`src/rtl/dlpr_pkg.sv`:
```
// Shared types, constants and helpers for the daily light profile ramp.
package dlpr_pkg;

  localparam int unsigned MAX_ENTRIES = 32;
  localparam int unsigned SEC_W     = 17;
  localparam int unsigned MS_W      = 10;
  localparam int unsigned LVL_W     = 7;
  localparam int unsigned POS_W     = 5;
  localparam int unsigned PWM_W     = 16;
  localparam int unsigned STEP_W    = 12;
  localparam int unsigned CNT_OUT_W = 6;
  localparam int unsigned CFG_IDX_W = 4;
  localparam int unsigned CFG_W     = 16;
  localparam int unsigned ENT_W     = SEC_W + LVL_W;
  localparam int unsigned TS_W      = 20;  // signed seconds, spans -1 day .. 2.5 days
  localparam int unsigned D_W       = 29;  // span in ms
  localparam int unsigned E_W       = 31;  // signed elapsed ms
  localparam int unsigned P_W       = 36;  // level * span
  localparam int unsigned P2_W      = 39;
  localparam int unsigned NUM_W     = 40;
  localparam int unsigned HALF_W    = 18;  // num split for the scale multiply
  localparam int unsigned PROD_W    = 52;
  localparam int unsigned QUOT_W    = 16;
  localparam int unsigned KCNT_W    = 5;

  localparam logic [SEC_W-1:0] DAY_SECS = SEC_W'(86400);
  localparam logic [LVL_W-1:0] PCT_MAX  = LVL_W'(100);

  typedef enum logic [1:0] {
    FN_TICK   = 2'd0,
    FN_ADD    = 2'd1,
    FN_REMOVE = 2'd2,
    FN_TEST   = 2'd3
  } dlpr_func_e;

  typedef enum logic [CFG_IDX_W-1:0] {
    REG_FULL_SCALE = 4'd0,
    REG_SLEW_STEP  = 4'd1
  } dlpr_reg_e;

  typedef enum logic [4:0] {
    S_IDLE, S_DISP, S_AS_RD, S_AS_CHK, S_SH, S_SH_WR, S_RM, S_RM_WR,
    S_TK_L2, S_TK_RD, S_TK_CHK, S_M1, S_M2, S_M3, S_M4, S_M5, S_M6,
    S_DIVPRE, S_DIV, S_SLEW, S_FIN
  } dlpr_state_e;

  typedef enum logic [4:0] {
    OP_NONE, OP_LATCH, OP_ADD_CHK, OP_ADD_END, OP_SHIFT_UP, OP_PUT,
    OP_SHIFT_DN, OP_REM_DONE, OP_TEST_START, OP_EMPTY, OP_TEST_GOAL,
    OP_SAVE_LAST, OP_WRAP, OP_TK_CHK, OP_M1, OP_M2, OP_M3, OP_M4, OP_M5,
    OP_M6, OP_DIV_INIT, OP_DIV_STEP, OP_SLEW, OP_OUT
  } dlpr_op_e;

  typedef enum logic [1:0] {
    RD_IDX, RD_IDX_M1, RD_IDX_P1, RD_LAST
  } dlpr_rd_e;

  typedef struct packed {
    dlpr_op_e op;
    logic     rd_en;
    dlpr_rd_e rd_src;
    logic     in_ready;
  } dlpr_cmd_t;

  typedef struct packed {
    dlpr_func_e func;
    logic       ok;
    logic       cnt_zero;
    logic       single;
    logic       test_on;
    logic       idx_at_cnt;
    logic       idx_at_pos;
    logic       idx_last;
    logic       hit;
    logic       div_done;
    logic       out_free;
  } dlpr_sts_t;

  function automatic logic [LVL_W-1:0] sat_pct(input logic [LVL_W-1:0] p);
    return (p > PCT_MAX) ? PCT_MAX : p;
  endfunction

  function automatic logic [SEC_W-1:0] day_key(input logic [SEC_W-1:0] t);
    return (t >= DAY_SECS) ? t - DAY_SECS : t;
  endfunction

endpackage

```
`src/rtl/dlpr_ctrl.sv`:
```
// Sequencer for table edits, target search, interpolation and slew.
module dlpr_ctrl import dlpr_pkg::*; (
  input  logic      clk_i,
  input  logic      rst_ni,
  input  logic      in_valid_i,
  input  dlpr_sts_t sts_i,
  output dlpr_cmd_t cmd_o
);

  dlpr_state_e state_q, state_d;

  always_ff @(posedge clk_i or negedge rst_ni) begin
    if (!rst_ni) begin
      state_q <= S_IDLE;
    end else begin
      state_q <= state_d;
    end
  end

  always_comb begin
    state_d         = state_q;
    cmd_o.op        = OP_NONE;
    cmd_o.rd_en     = 1'b0;
    cmd_o.rd_src    = RD_IDX;
    cmd_o.in_ready  = 1'b0;
    case (state_q)
      S_IDLE: begin
        cmd_o.in_ready = 1'b1;
        if (in_valid_i) begin
          cmd_o.op = OP_LATCH;
          state_d  = S_DISP;
        end
      end
      S_DISP: begin
        case (sts_i.func)
          FN_TICK: begin
            if (sts_i.cnt_zero) begin
              cmd_o.op = OP_EMPTY;
              state_d  = S_FIN;
            end else if (sts_i.test_on) begin
              cmd_o.op = OP_TEST_GOAL;
              state_d  = S_M5;
            end else begin
              cmd_o.rd_en  = 1'b1;
              cmd_o.rd_src = RD_LAST;
              state_d      = S_TK_L2;
            end
          end
          FN_ADD:    state_d = sts_i.ok ? S_AS_RD : S_FIN;
          FN_REMOVE: state_d = sts_i.ok ? S_RM : S_FIN;
          FN_TEST: begin
            cmd_o.op = OP_TEST_START;
            state_d  = S_FIN;
          end
          default: state_d = S_FIN;
        endcase
      end
      // insertion: find position, then move the tail up one entry at a time
      S_AS_RD: begin
        if (sts_i.idx_at_cnt) begin
          cmd_o.op = OP_ADD_END;
          state_d  = S_SH;
        end else begin
          cmd_o.rd_en = 1'b1;
          state_d     = S_AS_CHK;
        end
      end
      S_AS_CHK: begin
        cmd_o.op = OP_ADD_CHK;
        state_d  = sts_i.hit ? S_SH : S_AS_RD;
      end
      S_SH: begin
        if (sts_i.idx_at_pos) begin
          cmd_o.op = OP_PUT;
          state_d  = S_FIN;
        end else begin
          cmd_o.rd_en  = 1'b1;
          cmd_o.rd_src = RD_IDX_M1;
          state_d      = S_SH_WR;
        end
      end
      S_SH_WR: begin
        cmd_o.op = OP_SHIFT_UP;
        state_d  = S_SH;
      end
      S_RM: begin
        if (sts_i.idx_last) begin
          cmd_o.op = OP_REM_DONE;
          state_d  = S_FIN;
        end else begin
          cmd_o.rd_en  = 1'b1;
          cmd_o.rd_src = RD_IDX_P1;
          state_d      = S_RM_WR;
        end
      end
      S_RM_WR: begin
        cmd_o.op = OP_SHIFT_DN;
        state_d  = S_RM;
      end
      S_TK_L2: begin
        cmd_o.op = OP_SAVE_LAST;
        state_d  = sts_i.single ? S_M1 : S_TK_RD;
      end
      S_TK_RD: begin
        if (sts_i.idx_at_cnt) begin
          cmd_o.op = OP_WRAP;
          state_d  = S_M1;
        end else begin
          cmd_o.rd_en = 1'b1;
          state_d     = S_TK_CHK;
        end
      end
      S_TK_CHK: begin
        cmd_o.op = OP_TK_CHK;
        state_d  = sts_i.hit ? S_M1 : S_TK_RD;
      end
      S_M1: begin
        cmd_o.op = OP_M1;
        state_d  = S_M2;
      end
      S_M2: begin
        cmd_o.op = OP_M2;
        state_d  = S_M3;
      end
      S_M3: begin
        cmd_o.op = OP_M3;
        state_d  = S_M4;
      end
      S_M4: begin
        cmd_o.op = OP_M4;
        state_d  = S_M5;
      end
      S_M5: begin
        cmd_o.op = OP_M5;
        state_d  = S_M6;
      end
      S_M6: begin
        cmd_o.op = OP_M6;
        state_d  = S_DIVPRE;
      end
      S_DIVPRE: begin
        cmd_o.op = OP_DIV_INIT;
        state_d  = S_DIV;
      end
      S_DIV: begin
        if (sts_i.div_done) begin
          state_d = S_SLEW;
        end else begin
          cmd_o.op = OP_DIV_STEP;
        end
      end
      S_SLEW: begin
        cmd_o.op = OP_SLEW;
        state_d  = S_FIN;
      end
      S_FIN: begin
        if (sts_i.out_free) begin
          cmd_o.op = OP_OUT;
          state_d  = S_IDLE;
        end
      end
      default: state_d = S_IDLE;
    endcase
  end

endmodule

```
`config.mk`:
```
export PLATFORM = sky130hd
export DESIGN_NAME = dlpr_ctrl
export DESIGN_NICKNAME = d
export VERILOG_FILES = /design/src/rtl/dlpr_pkg.sv /design/src/rtl/dlpr_ctrl.sv
export SDC_FILE = /design/constraint.sdc
export NUM_CORES = 1
export LEC_CHECK = 0
export BUFFER_PORTS_ARGS = -buffer_cell sky130_fd_sc_hd__clkbuf_2
export CORE_AREA = 2 2 50 52
export DETAILED_ROUTE_END_ITERATION = 7
export DIE_AREA = 0 0 52 54
export PLACE_DENSITY = 0.74
export SLEW_MARGIN = 20
export SYNTH_ARGS = -nofsm -noshare
export SYNTH_HDL_FRONTEND = slang
export SYNTH_SLANG_ARGS = --single-unit
```
`constraint.sdc`:
```
create_clock -name clk_i -period 1.79 [get_ports clk_i]
set_input_delay 0.0895 -clock clk_i [delete_from_list [all_inputs] [get_ports clk_i]]
set_output_delay 0.0895 -clock clk_i [all_outputs]
set_load 0.02 [all_outputs]
```
==> results <==
- The critical path ends at cmd_o[7].
- The kind of critical path is register to output port.
- The data required time of the worst path is 1.70 ns.
- For this design the ratio of total power to cell area is 1430 nW/um^2.
- The class of the worst hold path is primary input to async pin.
- The area of the core is 2320 sq um.
- The register with the most flip-flops is state_q.
- The post-detailed-route via-to-cell ratio is 5.91.
- The total cell area at the placement stage is 1130 sq um.
- The detail route stage leaves a number of antenna-violating nets equal to 0.
- Clock skew on the completed layout was measured at 0.00706 ns.
- The kind of start point of the critical path is a register.
- Adding up every negative setup slack in the final design gives -0.0669 ns.
- The count of input and output buffers is 23.
- After synthesis, the share of flip-flops with an asynchronous set or reset is 1.00.
- In this run, synthesis produced a sequential element count of 5.
- Counting every sink on the clock net gives 5.
- The later pin in the worst-skew pair is clocked with a latency of 0.24 ns.
- The number of antenna violations at the first check in global routing is 0.
- Setup repair after global routing could not meet its margin everywhere.
- The run finished, with violations left.
- In this run, the number of DRC markers left after iteration 0 of detailed routing was 35.
- The number of H-tree levels is 1.
- The final design area excluding fillers is 1360 sq um.
- Of the cells placed in the final design, the portion with a size suffix greater than 1 is 0.403.
- The weighted congestion reported at the end of routability-driven placement is 0.959.
- By area the synthesized netlist is led by dfrtp_1, ha_1, a21oi_1.
- The net count of the finished layout is 197.
- The clock-pin slew on the worst setup and hold paths is 0.05 ns.
- The TritonCTS clock tree is yes.
- For the pin with the worst max-slew slack, the measured transition is 0.468 ns.
- The number of buffers created by CTS is 3.
- The portion of the post-synthesis area used by sequential elements is 0.131.
- The cell accounting for the most synthesized area is dfrtp_1.
- The capturing element type of the critical path is an output port.
- The floorplan step set the die width to 52 microns.
- The number of instances in the synthesized netlist is 137.
- The number of antenna diodes in the final layout is 0.
- Once layout is complete, the utilization of the core stands at 0.585.
- The HPWL after detailed placement is 2200 microns.
- The average instance area after synthesis is 7.00 sq um.
- The max-slew violation count was 0.
- The total instance count after detailed placement is 190.
- The maximum root-to-sink buffer count is 2.
- The worst ir drop on vdd is 681 uV.
- Compared with the post-synthesis result, the final layout area differs by 41.5%.
- The depth of the worst register-to-register path is 5.
- The overall global routing resource usage is 0.217.
- For this run, the number of Yosys warnings is 0.
- After synthesis the cells add up to 958 sq um.
- Across the run, the number of max-cap violations was 0.
- The maximum fanout along the worst path is 5.
- STA puts the critical path data arrival time at 1.73 ns.
- The area enclosed by the die boundary is 2810 sq um.
- Once layout is complete, the cells apart from fillers number 206.
- The via count of the first global-routing pass is 1084.
- The capture instance of the worst register-to-register path is state_q[2].
- The root buffer cell is clkbuf_4.
- The number of nets handed over by synthesis was 157.
- The number of enable flip-flop cells after synthesis is 0.
- The total routed wirelength is 3240 microns.
- In this run the vertical extent of the chip is 54 microns.
- The final worst slack is -0.0342 ns.
- The count of final hold-check violations is 0.
- The final reports fail on negative setup slack.
- The first global-routing pass estimated 4640 microns of wire.
- The headroom to the max-slew limit is 0.684.
- Setup violations remaining at the end of the flow were counted as 3.
- Timing would allow up to 0.548 GHz.
- The sequential cells in the finished layout cover a total of 131 sq um.
- The via total after detailed routing is 1217.
- Of the post-synthesis cell area, the dominant cell type holds 0.131.
- The overall power is 1.94 mW.
- The global route total overflow is 0.
- Dividing the detail-routed wire length by the instance count gives 15.7 microns.
- Fill cells in the final layout number 225.
- The commonest cells after synthesis are a21oi_1, o21ai_0, nor2_1.
- In this run the worst setup path begins at state_q[4].
- The flip-flop count of the largest register after layout is 5.
- After floorplanning, the core was divided into 18 placement rows.
- Entering global routing, the biggest net connects 13 pins.
- The area of the multi-input gates is 818 sq um.
- The unique cell type count in the Yosys netlist is 47.
- In the synthesized netlist the dominant register cell turns out to be dfrtp_1.
- The standby leakage power is 0.595 nW.
- For flop-to-flop paths, the worst setup slack is 0.08 ns.
- The initial utilization of the core area, before any placement, comes to 0.413.
- The largest registers in the layout are state_q (5).
- The total iterations of the first detailed-routing run is 4.
- The clock period minus worst slack is 1.82 ns.
- The number of placed I/O pins is 24.
- The launch point of the worst reg-to-reg path is state_q[4].
- The detailed-route DRC error count is 0.
- The final period utilization is 1.02.
## power breakdown
group | total, mW | switching [mW] | internal, mW
clock network | 0.128 | 0.0441 | 0.0842
registers | 0.238 | 0.0752 | 0.163
logic | 1.58 | 0.853 | 0.723
total | 1.94 | 0.972 | 0.971
## per-layer routing
| metal | vias to the layer above | global-route usage | wire, microns |
|---|---|---|---|
| met2 | 53 | 0.371 | 1670 |
| met1 | 571 | 0.271 | 1370 |
| met5 | - | 0 | 0 |
| li1 | 587 | - | - |
| met3 | 6 | 0.0389 | 163 |
| met4 | 0 | 0.0833 | 41 |
## logic make-up (layout without fill, tap and decap cells)
kind of cell / after synthesis / in the layout / share of synthesized area
simple gates: 57 / 57 / 0.339
buf+inv: 18 / 57 / 0.0901
flops: 5 / 5 / 0.131
compound gates: 46 / 46 / 0.312
mux: 5 / 5 / 0.0535
xor+xnor: 1 / 1 / 0.00914
fa+ha+maj: 5 / 5 / 0.0653
## through the flow
step | hold WS [ns] | setup WS (ns)
after floorplan | -0.206 | 0.0604
after global placement | -0.0913 | 0.151
after detailed placement | -0.0876 | 0.102
after CTS | 0.189 | -0.0519
after global routing | 0.195 | -0.0767
final | 0.198 | -0.0342
## how the worst min path moves through the flow
stage                start         end  slack [ns]
floorplan           rst_ni  state_q[0]       -0.21
global placement    rst_ni  state_q[2]       -0.09
detailed placement  rst_ni  state_q[2]       -0.09
CTS                 rst_ni  state_q[4]        0.19
global route        rst_ni  state_q[4]        0.20
finish              rst_ni  state_q[3]        0.20
## critical path, stage by stage (launching register included)
cell	delay [ns]
dfrtp_2	0.45
or4b_4	0.57
nor2_4	0.10
o21ai_1	0.07
o22ai_1	0.14
buf_4	0.17
## area by class of cell
cell class / count / area share
inverter: 7 / 0.0194
multi-input combinational: 114 / 0.603
sequential: 5 / 0.0969
timing repair buffer: 46 / 0.233
clock buffer: 4 / 0.0194
tap: 30 / 0.0277
## cells in the final DEF (no fill, tap or decap), types with 3 or more instances in the layout
cell,instances
nor2b_1,5
nor2_4,3
nand2b_1,4
nor3_1,4
inv_1,7
clkbuf_2,17
buf_4,24
ha_1,5
nand2_1,6
mux2i_1,4
o21ai_1,3
a21oi_1,10
o21ai_0,8
a31oi_1,3
clkbuf_4,3
nand4_1,5
nor2_1,9
dfrtp_2,5
## repair_timing
| action | 4_1_cts | 5_1_grt |
|---|---|---|
| hold buffers | 1 | 0 |
| setup buffers | 3 | 8 |
| endpoints found under the hold margin | 5 | 0 |
| gates resized for setup | 15 | 25 |
| pin swaps | 3 | 6 |
| setup endpoints to repair | 7 | 9 |
Power figures use the tool's default switching activity.
